--- config.mk ---
export PLATFORM = sky130hd
export DESIGN_NAME = windowed_invalid_request_limiter_top_flat
export DESIGN_NICKNAME = d
export VERILOG_FILES = /design/src/sv/wirl_pkg.sv /design/src/sv/wirl_if.sv /design/src/sv/windowed_invalid_request_limiter_top.sv /design/src/flat_wrapper.sv
export VERILOG_INCLUDE_DIRS = /design/src /design/src/sv
export SDC_FILE = /design/constraint.sdc
export NUM_CORES = 2
export LEC_CHECK = 0
export BUFFER_PORTS_ARGS = -buffer_cell sky130_fd_sc_hd__buf_2
export CAP_MARGIN = 0
export CELL_PAD_IN_SITES_DETAIL_PLACEMENT = 1
export CELL_PAD_IN_SITES_GLOBAL_PLACEMENT = 1
export CORE_MARGIN = 8
export CORE_UTILIZATION = 42
export DETAILED_ROUTE_END_ITERATION = 12
export PLACE_DENSITY_LB_ADDON = 0.2
export SKIP_LAST_GASP = 1
export SLEW_MARGIN = 20
export SYNTH_ARGS = -nofsm -noshare
export SYNTH_HDL_FRONTEND = slang
export SYNTH_SLANG_ARGS = --single-unit
export TNS_END_PERCENT = 30
--- constraint.sdc ---
create_clock -name i_clk -period 13.66 [get_ports i_clk]
set_input_delay 1.366 -clock i_clk [delete_from_list [all_inputs] [get_ports i_clk]]
set_output_delay 1.366 -clock i_clk [all_outputs]
set_load 0.02 [all_outputs]
--- src/sv/assert_macros.svh ---
// Assertion macros shared by the limiter RTL.
// Every macro samples on i_clk and is disabled while i_rst_n is low.
`ifndef ASSERT_MACROS_SVH
`define ASSERT_MACROS_SVH

// Same-cycle implication.
`define WIRL_ASSERT_NOW(label, ante, cons) \
    label: assert property (@(posedge i_clk) disable iff (!i_rst_n) (ante) |-> (cons)) \
        else $error("limiter assertion failed");

// Next-cycle implication.
`define WIRL_ASSERT_NEXT(label, ante, cons) \
    label: assert property (@(posedge i_clk) disable iff (!i_rst_n) (ante) |=> (cons)) \
        else $error("limiter assertion failed");

`endif

--- src/sv/wirl_pkg.sv ---
// Package for the windowed invalid-request limiter.
// Command, decision and register codes, field widths and the result record.
`default_nettype none

package wirl_pkg;

    localparam int unsigned TIME_W  = 64;
    localparam int unsigned CNT_W   = 32;
    localparam int unsigned TOT_W   = 64;
    localparam int unsigned DATA_W  = 32;
    localparam int unsigned ADDR_W  = 5;

    typedef enum logic [1:0] {
        CMD_CHECK    = 2'd0,
        CMD_RECORD   = 2'd1,
        CMD_SNAPSHOT = 2'd2
    } t_cmd;

    typedef enum logic [1:0] {
        DEC_ALLOW  = 2'd0,
        DEC_DELAY  = 2'd1,
        DEC_REJECT = 2'd2
    } t_decision;

    typedef enum logic [1:0] {
        RSN_NONE = 2'd0,
        RSN_SOFT = 2'd1,
        RSN_HARD = 2'd2
    } t_reason;

    typedef enum logic [1:0] {
        MODE_REJECT_NONCRIT = 2'd0,
        MODE_REJECT_ALL     = 2'd1,
        MODE_DELAY_ALL      = 2'd2
    } t_hard_mode;

    typedef enum logic [2:0] {
        REG_WINDOW_LEN = 3'd0,
        REG_SOFT_LIMIT = 3'd1,
        REG_HARD_LIMIT = 3'd2,
        REG_HARD_MODE  = 3'd3,
        REG_DELAY_AMT  = 3'd4
    } t_reg_idx;

    localparam logic [DATA_W-1:0] WINDOW_LEN_RST = 32'd60000;

    typedef struct packed {
        logic [1:0]        decision;
        logic [1:0]        reason;
        logic [31:0]       wait_ms;
        logic              critical_out;
        logic [TIME_W-1:0] window_start_ms;
        logic [CNT_W-1:0]  invalid_in_window;
        logic [TOT_W-1:0]  requests_total;
        logic [TOT_W-1:0]  invalid_total;
        logic [TOT_W-1:0]  delayed_total;
        logic [TOT_W-1:0]  rejected_total;
        logic              soft_exceeded;
        logic              hard_exceeded;
    } t_rsp;

endpackage

`default_nettype wire

--- src/sv/wirl_if.sv ---
// Stream interfaces of the limiter: command channel and result channel.
// Widths come from wirl_pkg.
`default_nettype none

interface wirl_req_if;
    logic                           valid;
    logic                           ready;
    logic [1:0]                     command;
    logic [wirl_pkg::TIME_W-1:0]    now_ms;
    logic                           is_critical;
    logic                           response_invalid;

    modport source (output valid, command, now_ms, is_critical, response_invalid,
                    input ready);
    modport sink   (input valid, command, now_ms, is_critical, response_invalid,
                    output ready);
endinterface

interface wirl_rsp_if;
    logic                           valid;
    logic                           ready;
    logic [1:0]                     decision;
    logic [1:0]                     reason;
    logic [31:0]                    wait_ms;
    logic                           critical_out;
    logic [wirl_pkg::TIME_W-1:0]    window_start_ms;
    logic [wirl_pkg::CNT_W-1:0]     invalid_in_window;
    logic [wirl_pkg::TOT_W-1:0]     requests_total;
    logic [wirl_pkg::TOT_W-1:0]     invalid_total;
    logic [wirl_pkg::TOT_W-1:0]     delayed_total;
    logic [wirl_pkg::TOT_W-1:0]     rejected_total;
    logic                           soft_exceeded;
    logic                           hard_exceeded;

    modport source (output valid, decision, reason, wait_ms, critical_out,
                    window_start_ms, invalid_in_window, requests_total,
                    invalid_total, delayed_total, rejected_total,
                    soft_exceeded, hard_exceeded,
                    input ready);
    modport sink   (input valid, decision, reason, wait_ms, critical_out,
                    window_start_ms, invalid_in_window, requests_total,
                    invalid_total, delayed_total, rejected_total,
                    soft_exceeded, hard_exceeded,
                    output ready);
endinterface

`default_nettype wire

--- src/sv/windowed_invalid_request_limiter_top.sv ---
// Windowed invalid-request limiter: input register, one-pass decision logic,
// result register, APB register file. Uses wirl_pkg, wirl_if.sv, assert_macros.svh.
//
//  channel   dir   handshake              payload
//  i_req     in    valid/ready            command, now_ms, is_critical, response_invalid
//  o_rsp     out   valid/ready            decision ... hard_exceeded (one per command)
//  apb       in    psel/penable/pready    5 registers at byte address 4*index
//
// One command per cycle unless o_rsp stalls; each passes the input, then the result register.
// The window end add (64-bit saturating) and its compare set the cycle time.
// Reset is synchronous: window closed, counters zero, registers at their defaults.
// A stalled result holds the result register; the input register still takes one
// more transaction, then ready drops until the result moves on.
`default_nettype none
`include "assert_macros.svh"

module windowed_invalid_request_limiter_top (
    input  wire logic                           i_clk,
    input  wire logic                           i_rst_n,
    wirl_req_if.sink                            i_req,
    wirl_rsp_if.source                          o_rsp,
    input  wire logic                           psel,
    input  wire logic                           penable,
    input  wire logic                           pwrite,
    input  wire logic [wirl_pkg::ADDR_W-1:0]    paddr,
    input  wire logic [wirl_pkg::DATA_W-1:0]    pwdata,
    output logic      [wirl_pkg::DATA_W-1:0]    prdata,
    output logic                                pready
);

    // configuration
    logic [31:0] r_window_len;
    logic [31:0] r_soft_limit;
    logic [31:0] r_hard_limit;
    logic [1:0]  r_hard_mode;
    logic [31:0] r_delay_amt;

    // limiter state
    logic                           r_open;
    logic [wirl_pkg::TIME_W-1:0]    r_begin;
    logic [wirl_pkg::CNT_W-1:0]     r_win_cnt;
    logic [wirl_pkg::TOT_W-1:0]     r_req_tot;
    logic [wirl_pkg::TOT_W-1:0]     r_inv_tot;
    logic [wirl_pkg::TOT_W-1:0]     r_dly_tot;
    logic [wirl_pkg::TOT_W-1:0]     r_rej_tot;

    // input register
    logic                           r_in_valid;
    logic [1:0]                     r_in_cmd;
    logic [wirl_pkg::TIME_W-1:0]    r_in_now;
    logic                           r_in_crit;
    logic                           r_in_inval;

    // result register
    logic                           r_out_valid;
    wirl_pkg::t_rsp                 r_out;

    logic                           w_adv;
    logic                           w_in_acc;
    logic                           w_cfg_wr;
    wirl_pkg::t_reg_idx             w_reg_idx;

    logic                           n_open;
    logic [wirl_pkg::TIME_W-1:0]    n_begin;
    logic [wirl_pkg::CNT_W-1:0]     n_win_cnt;
    logic [wirl_pkg::TOT_W-1:0]     n_req_tot;
    logic [wirl_pkg::TOT_W-1:0]     n_inv_tot;
    logic [wirl_pkg::TOT_W-1:0]     n_dly_tot;
    logic [wirl_pkg::TOT_W-1:0]     n_rej_tot;
    wirl_pkg::t_rsp                 n_out;

    logic [wirl_pkg::TIME_W:0]      w_end_sum;
    logic [wirl_pkg::TIME_W-1:0]    w_end;
    logic                           w_norm;
    logic                           w_restart;
    logic [wirl_pkg::CNT_W-1:0]     w_cnt0;
    logic                           w_hard0;
    logic                           w_soft0;

    assign w_adv    = r_in_valid && (!r_out_valid || o_rsp.ready);
    assign i_req.ready = !r_in_valid || w_adv;
    assign w_in_acc = i_req.valid && i_req.ready;

    // ---------------- APB register file ----------------
    assign pready    = 1'b1;
    assign w_reg_idx = wirl_pkg::t_reg_idx'(paddr[4:2]);
    assign w_cfg_wr  = psel && penable && pwrite && pready;

    always_ff @(posedge i_clk) begin
        if (!i_rst_n) begin
            r_window_len <= wirl_pkg::WINDOW_LEN_RST;
            r_soft_limit <= '0;
            r_hard_limit <= '1;
            r_hard_mode  <= wirl_pkg::MODE_REJECT_NONCRIT;
            r_delay_amt  <= '0;
        end else if (w_cfg_wr) begin
            unique case (w_reg_idx)
                wirl_pkg::REG_WINDOW_LEN: r_window_len <= pwdata;
                wirl_pkg::REG_SOFT_LIMIT: r_soft_limit <= pwdata;
                wirl_pkg::REG_HARD_LIMIT: r_hard_limit <= pwdata;
                wirl_pkg::REG_HARD_MODE:  r_hard_mode  <= pwdata[1:0];
                wirl_pkg::REG_DELAY_AMT:  r_delay_amt  <= pwdata;
                default: ;
            endcase
        end
    end

    always_comb begin
        unique case (w_reg_idx)
            wirl_pkg::REG_WINDOW_LEN: prdata = r_window_len;
            wirl_pkg::REG_SOFT_LIMIT: prdata = r_soft_limit;
            wirl_pkg::REG_HARD_LIMIT: prdata = r_hard_limit;
            wirl_pkg::REG_HARD_MODE:  prdata = {30'd0, r_hard_mode};
            wirl_pkg::REG_DELAY_AMT:  prdata = r_delay_amt;
            default:                  prdata = '0;
        endcase
    end

    // ---------------- input register ----------------
    always_ff @(posedge i_clk) begin
        if (!i_rst_n) begin
            r_in_valid <= 1'b0;
        end else if (w_in_acc) begin
            r_in_valid <= 1'b1;
        end else if (w_adv) begin
            r_in_valid <= 1'b0;
        end
    end

    always_ff @(posedge i_clk) begin
        if (w_in_acc) begin
            r_in_cmd   <= i_req.command;
            r_in_now   <= i_req.now_ms;
            r_in_crit  <= i_req.is_critical;
            r_in_inval <= i_req.response_invalid;
        end
    end

    // ---------------- decision logic ----------------
    // window end saturates at all ones
    assign w_end_sum = {1'b0, r_begin} + {{(wirl_pkg::TIME_W - 31){1'b0}}, r_window_len};
    assign w_end     = w_end_sum[wirl_pkg::TIME_W] ? '1 : w_end_sum[wirl_pkg::TIME_W-1:0];
    assign w_norm    = (r_in_cmd == wirl_pkg::CMD_CHECK) || (r_in_cmd == wirl_pkg::CMD_RECORD);
    assign w_restart = w_norm && (!r_open || (r_in_now >= w_end));
    assign w_cnt0    = w_restart ? '0 : r_win_cnt;
    assign w_hard0   = w_cnt0 >= r_hard_limit;
    assign w_soft0   = (r_soft_limit != '0) && (w_cnt0 >= r_soft_limit);

    always_comb begin
        n_open    = r_open || w_norm;
        n_begin   = w_restart ? r_in_now : r_begin;
        n_win_cnt = w_cnt0;
        n_req_tot = r_req_tot;
        n_inv_tot = r_inv_tot;
        n_dly_tot = r_dly_tot;
        n_rej_tot = r_rej_tot;

        n_out              = '0;
        n_out.decision     = wirl_pkg::DEC_ALLOW;
        n_out.reason       = wirl_pkg::RSN_NONE;

        case (r_in_cmd)
            wirl_pkg::CMD_CHECK: begin
                n_req_tot          = r_req_tot + {63'd0, (r_req_tot != '1)};
                n_out.critical_out = r_in_crit;
                if (w_hard0 && (r_hard_mode == wirl_pkg::MODE_DELAY_ALL)) begin
                    n_dly_tot      = r_dly_tot + {63'd0, (r_dly_tot != '1)};
                    n_out.decision = wirl_pkg::DEC_DELAY;
                    n_out.reason   = wirl_pkg::RSN_HARD;
                    n_out.wait_ms  = r_delay_amt;
                end else if (w_hard0 && ((r_hard_mode == wirl_pkg::MODE_REJECT_ALL)
                                         || !r_in_crit)) begin
                    n_rej_tot      = r_rej_tot + {63'd0, (r_rej_tot != '1)};
                    n_out.decision = wirl_pkg::DEC_REJECT;
                    n_out.reason   = wirl_pkg::RSN_HARD;
                end else if (w_soft0 && (r_delay_amt != '0)) begin
                    // critical requests past the hard limit reach here too unless all are rejected or delayed
                    n_dly_tot      = r_dly_tot + {63'd0, (r_dly_tot != '1)};
                    n_out.decision = wirl_pkg::DEC_DELAY;
                    n_out.reason   = wirl_pkg::RSN_SOFT;
                    n_out.wait_ms  = r_delay_amt;
                end
            end
            wirl_pkg::CMD_RECORD: begin
                if (r_in_inval) begin
                    n_win_cnt = w_cnt0 + {31'd0, (w_cnt0 != '1)};
                    n_inv_tot = r_inv_tot + {63'd0, (r_inv_tot != '1)};
                end
            end
            default: ;  // snapshot and the unused code leave state alone
        endcase

        n_out.window_start_ms   = n_open ? n_begin : r_in_now;
        n_out.invalid_in_window = n_win_cnt;
        n_out.requests_total    = n_req_tot;
        n_out.invalid_total     = n_inv_tot;
        n_out.delayed_total     = n_dly_tot;
        n_out.rejected_total    = n_rej_tot;
        n_out.soft_exceeded     = (r_soft_limit != '0) && (n_win_cnt >= r_soft_limit);
        n_out.hard_exceeded     = n_win_cnt >= r_hard_limit;
    end

    // ---------------- state and result register ----------------
    always_ff @(posedge i_clk) begin
        if (!i_rst_n) begin
            r_open    <= 1'b0;
            r_begin   <= '0;
            r_win_cnt <= '0;
            r_req_tot <= '0;
            r_inv_tot <= '0;
            r_dly_tot <= '0;
            r_rej_tot <= '0;
        end else if (w_adv) begin
            r_open    <= n_open;
            r_begin   <= n_begin;
            r_win_cnt <= n_win_cnt;
            r_req_tot <= n_req_tot;
            r_inv_tot <= n_inv_tot;
            r_dly_tot <= n_dly_tot;
            r_rej_tot <= n_rej_tot;
        end
    end

    always_ff @(posedge i_clk) begin
        if (!i_rst_n) begin
            r_out_valid <= 1'b0;
        end else if (w_adv) begin
            r_out_valid <= 1'b1;
        end else if (o_rsp.ready) begin
            r_out_valid <= 1'b0;
        end
    end

    always_ff @(posedge i_clk) begin
        if (w_adv) begin
            r_out <= n_out;
        end
    end

    assign o_rsp.valid             = r_out_valid;
    assign o_rsp.decision          = r_out.decision;
    assign o_rsp.reason            = r_out.reason;
    assign o_rsp.wait_ms           = r_out.wait_ms;
    assign o_rsp.critical_out      = r_out.critical_out;
    assign o_rsp.window_start_ms   = r_out.window_start_ms;
    assign o_rsp.invalid_in_window = r_out.invalid_in_window;
    assign o_rsp.requests_total    = r_out.requests_total;
    assign o_rsp.invalid_total     = r_out.invalid_total;
    assign o_rsp.delayed_total     = r_out.delayed_total;
    assign o_rsp.rejected_total    = r_out.rejected_total;
    assign o_rsp.soft_exceeded     = r_out.soft_exceeded;
    assign o_rsp.hard_exceeded     = r_out.hard_exceeded;

    // ---------------- assertions ----------------
    `WIRL_ASSERT_NOW(a_reject_is_hard,
        r_out_valid && (r_out.decision == wirl_pkg::DEC_REJECT),
        r_out.reason == wirl_pkg::RSN_HARD)
    `WIRL_ASSERT_NOW(a_delay_only_when_delayed,
        r_out_valid && (r_out.wait_ms != '0),
        r_out.decision == wirl_pkg::DEC_DELAY)
    `WIRL_ASSERT_NOW(a_ready_when_empty,
        !r_in_valid,
        i_req.ready)
    `WIRL_ASSERT_NEXT(a_requests_monotonic,
        1'b1,
        r_req_tot >= $past(r_req_tot))

endmodule

`default_nettype wire
--- src/flat_wrapper.sv ---
// flat-port wrapper written by rule: the top's interface ports become plain ports
module windowed_invalid_request_limiter_top_flat 
  (i_clk, i_rst_n, psel, penable, pwrite, paddr, pwdata, prdata, pready, i_req_valid, i_req_command, i_req_now_ms, i_req_is_critical, i_req_response_invalid, i_req_ready, o_rsp_valid, o_rsp_decision, o_rsp_reason, o_rsp_wait_ms, o_rsp_critical_out, o_rsp_window_start_ms, o_rsp_invalid_in_window, o_rsp_requests_total, o_rsp_invalid_total, o_rsp_delayed_total, o_rsp_rejected_total, o_rsp_soft_exceeded, o_rsp_hard_exceeded, o_rsp_ready);
  wirl_req_if i_req_i ();
  wirl_rsp_if o_rsp_i ();
  input  wire logic i_clk;
  input  wire logic i_rst_n;
  input  wire logic psel;
  input  wire logic penable;
  input  wire logic pwrite;
  input  wire logic [wirl_pkg::ADDR_W-1:0] paddr;
  input  wire logic [wirl_pkg::DATA_W-1:0] pwdata;
  output logic      [wirl_pkg::DATA_W-1:0] prdata;
  output logic pready;
  input wire logic [$bits(i_req_i.valid)-1:0] i_req_valid;
  input wire logic [$bits(i_req_i.command)-1:0] i_req_command;
  input wire logic [$bits(i_req_i.now_ms)-1:0] i_req_now_ms;
  input wire logic [$bits(i_req_i.is_critical)-1:0] i_req_is_critical;
  input wire logic [$bits(i_req_i.response_invalid)-1:0] i_req_response_invalid;
  output wire logic [$bits(i_req_i.ready)-1:0] i_req_ready;
  output wire logic [$bits(o_rsp_i.valid)-1:0] o_rsp_valid;
  output wire logic [$bits(o_rsp_i.decision)-1:0] o_rsp_decision;
  output wire logic [$bits(o_rsp_i.reason)-1:0] o_rsp_reason;
  output wire logic [$bits(o_rsp_i.wait_ms)-1:0] o_rsp_wait_ms;
  output wire logic [$bits(o_rsp_i.critical_out)-1:0] o_rsp_critical_out;
  output wire logic [$bits(o_rsp_i.window_start_ms)-1:0] o_rsp_window_start_ms;
  output wire logic [$bits(o_rsp_i.invalid_in_window)-1:0] o_rsp_invalid_in_window;
  output wire logic [$bits(o_rsp_i.requests_total)-1:0] o_rsp_requests_total;
  output wire logic [$bits(o_rsp_i.invalid_total)-1:0] o_rsp_invalid_total;
  output wire logic [$bits(o_rsp_i.delayed_total)-1:0] o_rsp_delayed_total;
  output wire logic [$bits(o_rsp_i.rejected_total)-1:0] o_rsp_rejected_total;
  output wire logic [$bits(o_rsp_i.soft_exceeded)-1:0] o_rsp_soft_exceeded;
  output wire logic [$bits(o_rsp_i.hard_exceeded)-1:0] o_rsp_hard_exceeded;
  input wire logic [$bits(o_rsp_i.ready)-1:0] o_rsp_ready;
  assign i_req_i.valid = i_req_valid;
  assign i_req_i.command = i_req_command;
  assign i_req_i.now_ms = i_req_now_ms;
  assign i_req_i.is_critical = i_req_is_critical;
  assign i_req_i.response_invalid = i_req_response_invalid;
  assign i_req_ready = i_req_i.ready;
  assign o_rsp_valid = o_rsp_i.valid;
  assign o_rsp_decision = o_rsp_i.decision;
  assign o_rsp_reason = o_rsp_i.reason;
  assign o_rsp_wait_ms = o_rsp_i.wait_ms;
  assign o_rsp_critical_out = o_rsp_i.critical_out;
  assign o_rsp_window_start_ms = o_rsp_i.window_start_ms;
  assign o_rsp_invalid_in_window = o_rsp_i.invalid_in_window;
  assign o_rsp_requests_total = o_rsp_i.requests_total;
  assign o_rsp_invalid_total = o_rsp_i.invalid_total;
  assign o_rsp_delayed_total = o_rsp_i.delayed_total;
  assign o_rsp_rejected_total = o_rsp_i.rejected_total;
  assign o_rsp_soft_exceeded = o_rsp_i.soft_exceeded;
  assign o_rsp_hard_exceeded = o_rsp_i.hard_exceeded;
  assign o_rsp_i.ready = o_rsp_ready;
  windowed_invalid_request_limiter_top u_core (.i_clk(i_clk), .i_rst_n(i_rst_n), .i_req(i_req_i), .o_rsp(o_rsp_i), .psel(psel), .penable(penable), .pwrite(pwrite), .paddr(paddr), .pwdata(pwdata), .prdata(prdata), .pready(pready));
endmodule
==> results.json <==
{
  "yosys.cell_count.top_type": "nand2_1",
  "min_period_ns": 10.91,
  "grt_pass1_wl_microns": 239000,
  "dieHeight_microns": 354,
  "final_nets": 5711,
  "clk_pin_slew_worst_paths_ns": 0.06,
  "cp-end-kind": "register",
  "leakagePower_nw": 20.9,
  "worstSetupPathType": "register to register",
  "reg2reg_to": "u_core.o_rsp.soft_exceeded",
  "viasPerCell": 5.57,
  "skew_ns": 0.0351,
  "rrSetupSlack_ns": 2.75,
  "hold_class": "register to register",
  "grt_max_degree": 150,
  "wl_per_cell_microns": 22.5,
  "tightest_slew_ns": 1.10,
  "syn-num-nets": 5286,
  "crit_top_cell": "a21oi_1",
  "drive_above_1_share_pct": 16.3,
  "p_total_mw": 6.54,
  "htreeDepth": 3,
  "start_util_pct": 42.1,
  "routed_wl_microns": 157000,
  "dieArea_sq_mm": 0.125,
  "clockBufferDepth": 3,
  "finalWeightedCongestion": 0.873,
  "syn_area_per_cell_sq_um": 9.70,
  "ctsResizeCount": 0,
  "reg2reg_depth": 44,
  "max_freq_mhz": 91.7,
  "period_share_pct": 79.9,
  "dr_total_vias": 38845,
  "antenna_found_initial": 9,
  "ant_nets": 0,
  "rsz0062_at_grt": "false",
  "cts_buffers": 106,
  "worstSetupStartpointType": "register",
  "die_x_microns": 354,
  "arrival_ns": 11.37,
  "synth_largest_area_cell": "edfxtp_1",
  "slowest_stage": "a31oi_1",
  "p_per_area_mw_per_mm2": 118,
  "drc_errors": 0,
  "seq_area_frac_synth_pct": 49.0,
  "cts_sinks": 944,
  "synth_flop_cell": "dfxtp_1",
  "design.core.area_sq_mm": 0.114,
  "setup_viol": 0,
  "syn2layout_area_growth_pct": 15.9,
  "synth-seq-cells": 944,
  "first_pass_iters": 5,
  "fin_tns_setup_ns": 0,
  "clk_latency_ns": 0.70,
  "maxSlewViolCount": 0,
  "cts_hold_buf": 0,
  "overflow": 0,
  "worstPathRequired_ns": 14.12,
  "peakVddDrop_mv": 0.122,
  "worstSetupEndpoint": "u_core.o_rsp.soft_exceeded",
  "root_buffer": "clkbuf_16",
  "yosysWarnings": 0,
  "max_cap_violations": 0,
  "hold_viol_final": 0,
  "post_cts_buffers": 0,
  "num_io_pins": 538,
  "numPortBuffers": 534,
  "track_usage_pct": 24.0,
  "synth_cell_types": 94,
  "reg2reg_from": "u_core.r_window_len[0]",
  "startpoint": "u_core.r_window_len[0]",
  "critical-path-max-stage-delay_ns": 0.85,
  "yosys-top-cells-count": "nand2_1, dfxtp_1, edfxtp_1",
  "outcome": "finished clean",
  "yosys-top-cells-area": "edfxtp_1, dfxtp_1, ha_1",
  "drt_iter0_drc": 2418,
  "async_reset_ff_share_pct": 0,
  "netlist_area_sq_mm": 0.0479,
  "relSlewSlack_pct": 26.3,
  "cp_max_fo": 29,
  "synth_enable_flop_cells": 459,
  "cts_tree": "yes",
  "synth_cells": 4939,
  "synth_top_area_share_pct": 28.8,
  "hpwl_microns": 114000,
  "rows": 124,
  "grt_pass1_vias": 39631
}
[routing by layer]
metal  up-vias  share of wire, %  global-route usage (%)  wire, microns
met5         -             0.013                       0             21
met4         4               3.3                    8.33           5170
met3       243               5.9                    5.13           9260
met2       888                48                    40.6          75000
met1     19286                43                    30.3          67200
li1      18424                 -                       -              -
[registers in the layout (all words and copies together) (netlist names), 2 cells and up]
register                        cells
u_core.o_rsp.rejected_total        64
u_core.r_win_cnt                   32
u_core.o_rsp.delayed_total         64
u_core.o_rsp.requests_total        64
u_core.o_rsp.wait_ms               32
u_core.r_hard_mode                  2
u_core.r_window_len                32
u_core.r_req_tot                   64
u_core.o_rsp.window_start_ms       64
u_core.o_rsp.invalid_in_window     32
u_core.r_in_now                    64
u_core.r_rej_tot                   64
u_core.o_rsp.reason                 2
u_core.o_rsp.invalid_total         64
u_core.r_begin                     64
u_core.r_hard_limit                32
u_core.r_delay_amt                 32
u_core.r_in_cmd                     2
u_core.o_rsp.decision               2
u_core.r_inv_tot                   64
u_core.r_soft_limit                32
u_core.r_dly_tot                   64
[kinds of logic (layout without fill, tap and decap cells)]
group | Yosys count | in the layout | synth area share [%]
mux | 97 | 97 | 2.21
buf+inv | 360 | 879 | 2.98
compound gates | 767 | 767 | 9.93
other cells | 1 | 7 | 0.00782
flops | 944 | 944 | 49.0
fa+ha+maj | 235 | 235 | 6.15
xor+xnor | 481 | 481 | 8.79
simple gates | 2054 | 2054 | 20.9
[placed cells by master (no fill, tap or decap), types with 33 or more instances in the layout]
master	n
a21o_1	34
a21oi_1	345
and2_1	107
and3_1	61
and4_1	34
buf_2	533
buf_4	40
clkbuf_16	106
dfxtp_1	485
edfxtp_1	459
ha_1	234
inv_1	100
mux2_2	69
nand2_1	705
nand2b_1	33
nand3_1	201
nand4_1	139
nor2_1	439
nor3_1	81
nor4_1	51
o211ai_1	47
o21ai_0	139
or3_1	82
xnor2_1	263
xor2_1	218
[final cells by class]
type | instances | area (sq um)
repair buffers | 574 | 2990
well taps | 1512 | 1890
clock inverters | 61 | 781
clock buffers | 141 | 2880
flip-flops and latches | 944 | 23500
fillers | 12922 | 58200
multi-input cells | 3635 | 23100
inverters | 103 | 402
diodes | 6 | 15.0
[worst max-delay path, delay by kind of cell (launching register included)]
family | cells | cell delay [ns]
xor gates and xnor gates | 1 | 0.08
DFF | 1 | 0.54
buffers and inverters | 5 | 1.32
AOI/OAI and AO/OA | 16 | 3.79
and+or+nand+nor | 16 | 3.36
adders and majority gates | 6 | 1.52
[metrics by stage]
stage / instance area, sq um / utilization, % / cells / worst slack [ns] / hold WS (ns)
after global placement: 51900 / 45.6 / 6768 / 3.00 / 0.466
after CTS: 55500 / 48.8 / 6970 / 2.87 / 0.492
after global routing: 55500 / 48.8 / 6971 / 1.96 / 0.513
final: 55500 / 48.8 / 6976 / 2.75 / 0.491
after floorplan: 47900 / - / 4939 / 5.78 / 0.451
after detailed placement: 51900 / 45.6 / 6768 / 2.93 / 0.483
[worst min-delay path by stage]
stage                         end  slack [ns]  cells past startpoint                from
2_1_floorplan   u_core.r_begin[0]        0.45                      2   u_core.r_begin[0]
3_3_place_gp   u_core.r_begin[31]        0.47                      2  u_core.r_begin[31]
3_5_place_dp    u_core.r_begin[4]        0.48                      2   u_core.r_begin[4]
4_1_cts         u_core.r_begin[9]        0.49                      2   u_core.r_begin[9]
5_1_grt        u_core.r_begin[15]        0.51                      2  u_core.r_begin[15]
6_report        u_core.r_begin[4]        0.49                      2   u_core.r_begin[4]
[power by group]
group,switching [mW],internal [mW]
logic,0.304,0.123
clock network,1.26,1.75
registers,0.0507,3.05
No activity file was read; power rests on OpenSTA's default activity.
